## config.mk

```make
export PLATFORM = sky130hd
export DESIGN_NAME = fds_ctrl
export DESIGN_NICKNAME = d
export VERILOG_FILES = /design/src/rtl/core/fds_pkg.sv /design/src/rtl/core/fds_ctrl.sv
export SDC_FILE = /design/constraint.sdc
export NUM_CORES = 1
export LEC_CHECK = 0
export ABC_AREA = 1
export BUFFER_PORTS_ARGS = -buffer_cell sky130_fd_sc_hd__buf_2
export CORE_MARGIN = 5
export CORE_UTILIZATION = 50
export DETAILED_ROUTE_END_ITERATION = 12
export PLACE_DENSITY = 0.73
export SLEW_MARGIN = 20
export SYNTH_ARGS = -nofsm -noshare
export SYNTH_HDL_FRONTEND = slang
export SYNTH_SLANG_ARGS = --single-unit
```

## constraint.sdc

```tcl
create_clock -name clk -period 2.05 [get_ports clk]
set_clock_uncertainty 0.15 [all_clocks]
set_input_delay 0.205 -clock clk [delete_from_list [all_inputs] [get_ports clk]]
set_output_delay 0.205 -clock clk [all_outputs]
set_load 0.05 [all_outputs]
```

## src/rtl/core/fds_pkg.sv

```systemverilog
// Shared definitions for the Forth data-stack unit: opcodes, status codes,
// stack effect decode and the controller/datapath interface structs.
// No dependencies.
`default_nettype none
package fds_pkg;

	localparam int STACK_DEPTH_DEF = 64;
	localparam int DATA_W = 64;

	typedef enum logic [4:0] {
		CMD_PUSH    = 5'd0,
		CMD_DROP    = 5'd1,
		CMD_DUP     = 5'd2,
		CMD_SWAP    = 5'd3,
		CMD_OVER    = 5'd4,
		CMD_TUCK    = 5'd5,
		CMD_NIP     = 5'd6,
		CMD_TWOSWAP = 5'd7,
		CMD_TWOOVER = 5'd8,
		CMD_ADD     = 5'd9,
		CMD_SUB     = 5'd10,
		CMD_MUL     = 5'd11,
		CMD_DIV     = 5'd12,
		CMD_MOD     = 5'd13,
		CMD_LT      = 5'd14,
		CMD_GT      = 5'd15,
		CMD_EQ      = 5'd16,
		CMD_NE      = 5'd17,
		CMD_CELLS   = 5'd18,
		CMD_PEEK    = 5'd19
	} cmd_t;

	typedef logic [1:0] status_t;
	localparam status_t ST_OK    = 2'd0;
	localparam status_t ST_UNDER = 2'd1;
	localparam status_t ST_OVER  = 2'd2;
	localparam status_t ST_DIVZ  = 2'd3;

	// Number of entries consumed by a primitive.
	function automatic logic [2:0] stack_need(input logic [4:0] c);
		logic [2:0] n;
		n = 3'd0;
		case (c)
			CMD_PUSH, CMD_PEEK: n = 3'd0;
			CMD_DROP, CMD_DUP, CMD_CELLS: n = 3'd1;
			CMD_TWOSWAP, CMD_TWOOVER: n = 3'd4;
			default: begin
				if (c >= CMD_SWAP && c <= CMD_NE)
					n = 3'd2;
			end
		endcase
		return n;
	endfunction

	// Number of entries produced by a primitive.
	function automatic logic [2:0] stack_give(input logic [4:0] c);
		logic [2:0] g;
		g = 3'd0;
		case (c)
			CMD_DROP: g = 3'd0;
			CMD_DUP, CMD_SWAP: g = 3'd2;
			CMD_OVER, CMD_TUCK: g = 3'd3;
			CMD_TWOSWAP: g = 3'd4;
			CMD_TWOOVER: g = 3'd6;
			default: begin
				if (c <= CMD_CELLS)
					g = 3'd1;
			end
		endcase
		return g;
	endfunction

	typedef struct packed {
		logic    latch;
		logic    cap;
		logic    exec;
		logic    mul_en;
		logic    div_init;
		logic    div_step;
		logic    fin;
		logic    wr_en;
		logic    commit;
		logic    top_cap;
		logic    set_status;
		status_t status;
		logic    done;
		logic [2:0] k;
	} ctrl_cmd_t;

	typedef struct packed {
		logic       is_op;
		logic       under;
		logic       over;
		logic       divz;
		logic       is_mul;
		logic       is_div;
		logic [2:0] need;
		logic [2:0] give;
		logic       end_empty;
	} dp_stat_t;

endpackage
`default_nettype wire

```

## src/rtl/core/fds_ctrl.sv

```systemverilog
// Sequencer for the Forth data-stack unit: walks each primitive through
// operand reads, execution, result writes and the report.
// Depends on fds_pkg.
`default_nettype none
module fds_ctrl (
	input  wire                   clk,
	input  wire                   arst_n,
	input  wire                   start,
	output logic                  busy,
	input  fds_pkg::dp_stat_t     stat,
	output fds_pkg::ctrl_cmd_t    ctl
);

	typedef enum logic [12:0] {
		S_IDLE = 13'b0000000000001,
		S_CHK  = 13'b0000000000010,
		S_RD   = 13'b0000000000100,
		S_CAP  = 13'b0000000001000,
		S_EXEC = 13'b0000000010000,
		S_MUL  = 13'b0000000100000,
		S_DIV  = 13'b0000001000000,
		S_FIN  = 13'b0000010000000,
		S_WR   = 13'b0000100000000,
		S_CMT  = 13'b0001000000000,
		S_TRD  = 13'b0010000000000,
		S_TCAP = 13'b0100000000000,
		S_RESP = 13'b1000000000000
	} state_t;

	state_t state_q, state_d;
	logic [6:0] cnt_q, cnt_d;

	assign busy = (state_q != S_IDLE);

	always_comb begin
		state_d = state_q;
		cnt_d = cnt_q;
		ctl = '0;
		ctl.k = cnt_q[2:0];
		case (state_q)
			S_IDLE: begin
				if (start) begin
					ctl.latch = 1'b1;
					state_d = S_CHK;
				end
			end
			S_CHK: begin
				cnt_d = '0;
				ctl.set_status = 1'b1;
				if (!stat.is_op) begin
					ctl.status = fds_pkg::ST_OK;
					state_d = S_RESP;
				end else if (stat.under) begin
					ctl.status = fds_pkg::ST_UNDER;
					state_d = S_RESP;
				end else if (stat.over) begin
					ctl.status = fds_pkg::ST_OVER;
					state_d = S_RESP;
				end else if (stat.need == 3'd0) begin
					ctl.set_status = 1'b0;
					state_d = S_EXEC;
				end else begin
					ctl.set_status = 1'b0;
					state_d = S_RD;
				end
			end
			S_RD: state_d = S_CAP;
			S_CAP: begin
				ctl.cap = 1'b1;
				if (cnt_q[2:0] == stat.need - 3'd1) begin
					state_d = S_EXEC;
				end else begin
					cnt_d = cnt_q + 7'd1;
					state_d = S_RD;
				end
			end
			S_EXEC: begin
				cnt_d = '0;
				if (stat.divz) begin
					ctl.set_status = 1'b1;
					ctl.status = fds_pkg::ST_DIVZ;
					state_d = S_RESP;
				end else if (stat.is_mul) begin
					state_d = S_MUL;
				end else if (stat.is_div) begin
					ctl.div_init = 1'b1;
					state_d = S_DIV;
				end else begin
					ctl.exec = 1'b1;
					state_d = (stat.give == 3'd0) ? S_CMT : S_WR;
				end
			end
			S_MUL: begin
				ctl.mul_en = 1'b1;
				cnt_d = cnt_q + 7'd1;
				if (cnt_q[1:0] == 2'd3)
					state_d = S_FIN;
			end
			S_DIV: begin
				ctl.div_step = 1'b1;
				cnt_d = cnt_q + 7'd1;
				if (cnt_q == 7'd63)
					state_d = S_FIN;
			end
			S_FIN: begin
				ctl.fin = 1'b1;
				cnt_d = '0;
				state_d = S_WR;
			end
			S_WR: begin
				ctl.wr_en = 1'b1;
				if (cnt_q[2:0] == stat.give - 3'd1) begin
					state_d = S_CMT;
				end else begin
					cnt_d = cnt_q + 7'd1;
				end
			end
			S_CMT: begin
				ctl.commit = 1'b1;
				ctl.set_status = 1'b1;
				ctl.status = fds_pkg::ST_OK;
				cnt_d = '0;
				if (stat.give == 3'd0 && !stat.end_empty)
					state_d = S_TRD;
				else
					state_d = S_RESP;
			end
			S_TRD: state_d = S_TCAP;
			S_TCAP: begin
				ctl.top_cap = 1'b1;
				state_d = S_RESP;
			end
			S_RESP: begin
				ctl.done = 1'b1;
				state_d = S_IDLE;
			end
			default: state_d = S_IDLE;
		endcase
	end

	always_ff @(posedge clk or negedge arst_n) begin
		if (!arst_n) begin
			state_q <= S_IDLE;
			cnt_q <= '0;
		end else begin
			state_q <= state_d;
			cnt_q <= cnt_d;
		end
	end

endmodule
`default_nettype wire

```

**Word level (Yosys, flattened, before mapping)**

Cells that the tools add are included.
Widths: inputs -> output; s select.

- Bits of input ports: 16
- Output and inout bits: 18
- Flip-flop bits (word level): 20
- Logic and storage cells: 82

- Eq/ne operators: 24
- Add/sub/neg operators: 3
- Multiplexer cells: 44
- Reduce and logical (&&, ||, !) cells: 9

Operators by type and width:

| cell | number |
|---|---|
| $pmux 13 s12 | 1 |
| $mux 13 | 10 |
| $pmux 7 s4 | 1 |
| $mux 1 | 21 |
| $mux 10 | 2 |
| $mux 7 | 2 |
| $eq 13x1->1 const B | 1 |
| $eq 13x10->1 const B | 1 |
| $eq 13x11->1 const B | 1 |
| $eq 13x12->1 const B | 1 |
| $eq 13x13->1 const B | 1 |
| $eq 13x2->1 const B | 1 |
| $eq 13x3->1 const B | 1 |
| $eq 13x4->1 const B | 1 |
| $eq 13x5->1 const B | 1 |
| $eq 13x6->1 const B | 1 |
| $eq 13x7->1 const B | 1 |
| $eq 13x8->1 const B | 1 |
| $eq 13x9->1 const B | 1 |
| $ne 13x1->1 const B | 1 |
| $ne 2x2->1 const B | 6 |
| $mux 5 | 2 |
| $pmux 3 s3 | 1 |
| $add 7x1->7 const B | 1 |
| 14 further kinds | 19 |

**Logic depth before layout (Yosys ltp)**

- Depth after elaboration: 6
- Depth in mapped cells: 12
- Mapped depth without buffers: 12

**Least setup slack after synthesis**

No wires, ideal clock.

- Path kind: register -> output
- Start: register state_q[9]
- End: output port ctl[5] (netlist bit)
- Data required time: 1,695 ps
- Arrival: 2,576 ps
- Buffers on the path: 0
- Setup slack: -881 ps
- Stages on the path, launching flop included: 6
- Cell sequence: dfrtp_1 > nor2_4 > nand2_4 > nor2_8 > nand3_2 > o41ai_1

RTL lines:

| element | RTL line | source |
|---|---|---|
| from (decl) | fds_ctrl.sv:30 | `state_t state_q, state_d;` |
| from (signal assigned) | fds_ctrl.sv:146 | `state_q <= state_d;` |
| to (decl) | fds_ctrl.sv:11 | `output fds_pkg::ctrl_cmd_t ctl` |

==> impl_results.md <==
- Status: complete, but fails checks
- Failing checks: setup timing
- Grt ovf: 0
- Vias in the first global route: 1628
- Peak supply drop: 579.8 uV
- Gpl congestion: 0.8147
- Worst-margin pin slew: approximately 500 ps
- Syn avg cell area: 7.412 um^2
- DRT Wirelength: ~4.5 mm
- Setup WS pre-CTS: roughly 130 ps
- Max Fclk: between 400 and 500 MHz
- Routed wire per std cell: 13.37 um
- Pleak: 1.226 nW
- Top cells by area, synth: dfrtp_1 (27%), nand2_1 (9.8%), inv_1 (8.1%)
- Number of fill cells in the layout: approximately 300
- Fin crit share: 102.3%
- HPWL after DPL: ~3.3 mm
- Yosys top cell by area: dfrtp_1
- Nets: 309
- Later-pin clock latency in the skew report: approximately 310 ps
- Worst EP arrival: 1740 ps
- Setup tns final: -85.19 ps
- H-tree depth: 1
- Max-Cap Viols: 0
- Max Slew Vio Count: 0
- DR pass1 iterations: 4
- Post-route setup slack: -47.07 ps
- Total CTS buffers: 3
- Number of synthesized register bits: 20
- Unique cell type count in the Yosys netlist: 38
- HP Class: in -> reg
- Die X: 69.28 um
- CP endpoint kind: output pin
- Yosys warning count: 0
- Buffers on Ports: 33
- Ports: 34
- Synth Cell Area: 1757 um^2
- DR vias: between 1500 and 2000
- Hold Vio Cnt, Final: 0
- Design area: 2331 um^2
- Initial Util: 52.23%
- Bufs on Longest Clock Path: 2
- Diode count: 0
- Area growth syn-to-layout: 32.69%
- Syn nets: 258
- Dpl cell area: 1998 um^2
- EDFF count, synth: 0
- Avg Vias per Cell: 5.051
- Post-synthesis instance total: 237
- Slew margin rel.: 67.51%
- Fraction of registers with async set/reset: between 90% and 100%
- Synth Flop Type: dfrtp_1
- Layout cell share with drive strength beyond 1: about 37%
- Row count: 21
- PwrDens: 826.2 nW/um^2
- CTS tree: built
- Crit Path Category: reg -> out
- Area of the multi-input gates: 1195 um^2
- FF+latch area: just over 500 um^2
- Startpoint types: flop
- Core Footprint: between 3000 and 4000 um^2
- Die height: 69.28 um
- DRC: 0
- Die area: approximately 4800 um^2
- Final Setup Violations: 3
- Fin crit period: 2097 ps
- Detail Route Antenna Nets: 0
- CTS Root Cell: clkbuf_4
- RSZ-0062 raised after global routing: yes
- Global-route wire length before repair: 7.452 mm
- GRT Util Overall: 18.58%
- Crit Path Max Fanout: 5
- Worst EP required: ~1700 ps
- Pwr Total: 1.926 mW
- Register area share after synthesis: between 20 and 30%
- Iter 0 DRT Violations: 97
- Antenna violations before repair: 0
- Clock sink count: 20
- Worst-path clk slew: 130 ps
- Top cell type's share of synthesized area: 27.07%
- Pin count of the biggest net entering global routing: 21
## registers in the layout, summed over array words and instances, names as in the netlist
register	cells
state_q	13
cnt_q	7
## repair_timing
| action | 4_1_cts | 5_1_grt |
|---|---|---|
| setup endpoints to repair | 13 | 15 |
| resized for setup | 25 | 24 |
| hold buffers | 2 | 0 |
| pin swaps | 3 | 8 |
| buffers inserted | 5 | 9 |
| endpoints found under the hold margin | 21 | 0 |
## path summary, 6_finish.rpt
kind	cells past startpoint	start	end	slack [ps]
min in group asynchronous	2	arst_n	cnt_q[0]	220
worst min-delay path	3	stat[8]	state_q[5]	40
worst min register to register	2	cnt_q[3]	cnt_q[3]	370
worst max-delay path	6	state_q[9]	ctl[5]	-50
max in group asynchronous	2	arst_n	state_q[12]	1170
worst max register to register	11	state_q[9]	cnt_q[2]	190
## through the flow
step | hold WS (ps) | instances | util (%)
2_1_floorplan | -240.6 | 237 | -
3_5_place_dp | 48.15 | 313 | 59.41
5_1_grt | 38.82 | 333 | 69.31
3_3_place_gp | 47.93 | 313 | 59.41
4_1_cts | 30.92 | 324 | 65.36
6_report | 43.12 | 333 | 69.31
## cell usage in the layout (no fill, tap or decap), drive strengths merged, types with 2 or more instances in the layout
| master | count |
|---|---|
| dfrtp | 19 |
| or2 | 2 |
| xnor2 | 3 |
| nand4 | 5 |
| buf | 48 |
| ha | 5 |
| o31ai | 2 |
| nand2 | 58 |
| inv | 39 |
| a21oi | 3 |
| nor3 | 12 |
| xor2 | 3 |
| nor2 | 42 |
| dlygate4sd3 | 2 |
| nand3 | 27 |
| o21ai | 5 |
| clkbuf | 3 |
## worst max-delay path, stage by stage, from the launching register on
cell and delay, ps:
dfrtp_2 450, nor2_4 150, nand2_4 80, nor2_8 160, nand3_4 130, o41ai_2 210, buf_4 240
## layer usage
layer / part of all wire [%] / routed length, um / up-vias / GRT usage, %
li1: - / - / 856 / -
met1: 44 / 1948 / 774 / 23.56
met2: 51 / 2278 / 46 / 32.52
met3: 3.8 / 167 / 6 / 2.754
met4: 1.3 / 56 / 0 / 5.206
met5: 0 / 0 / - / 0
## kinds of logic (layout without fill, tap and decap cells)
kind of cell | Yosys count | after routing | synth area share (%)
and+or+nand+nor | 149 | 149 | 49.50
buffers and inverters | 43 | 93 | 9.900
DFF | 20 | 20 | 28.56
AOI/OAI and AO/OA | 14 | 14 | 5.484
xor gates and xnor gates | 6 | 6 | 2.992
adders and majority gates | 5 | 5 | 3.561
## synth_stat cells (2+ instances only)
master,instances
a21oi_1,2
buf_4,3
dfrtp_1,19
ha_1,5
inv_1,38
nand2_1,46
nand2_2,3
nand2_4,6
nand2_8,3
nand3_1,23
nand3_2,3
nand4_1,5
nor2_1,25
nor2_2,11
nor2_4,4
nor2_8,2
nor3_1,11
o21ai_0,3
o31ai_1,2
xnor2_1,3
xor2_1,3
## area by class of cell
cell class              instances  area share [%]
multi-input cells             174           51.26
well taps                      46           2.469
clock inverters                 1           1.288
clock buffers                   3          0.9662
repair buffers                 50           15.89
flip-flops and latches         20           21.63
inverters                      39           6.495
## where the power goes
group | switching (mW) | total (mW) | leakage (nW) | internal [mW]
clock | 0.135 | 0.333 | 0.0279 | 0.198
sequential | 0.0940 | 0.549 | 0.268 | 0.455
combinational | 0.678 | 1.04 | 0.930 | 0.366
total | 0.908 | 1.93 | 1.23 | 1.02
No activity file was read; power rests on OpenSTA's default activity.
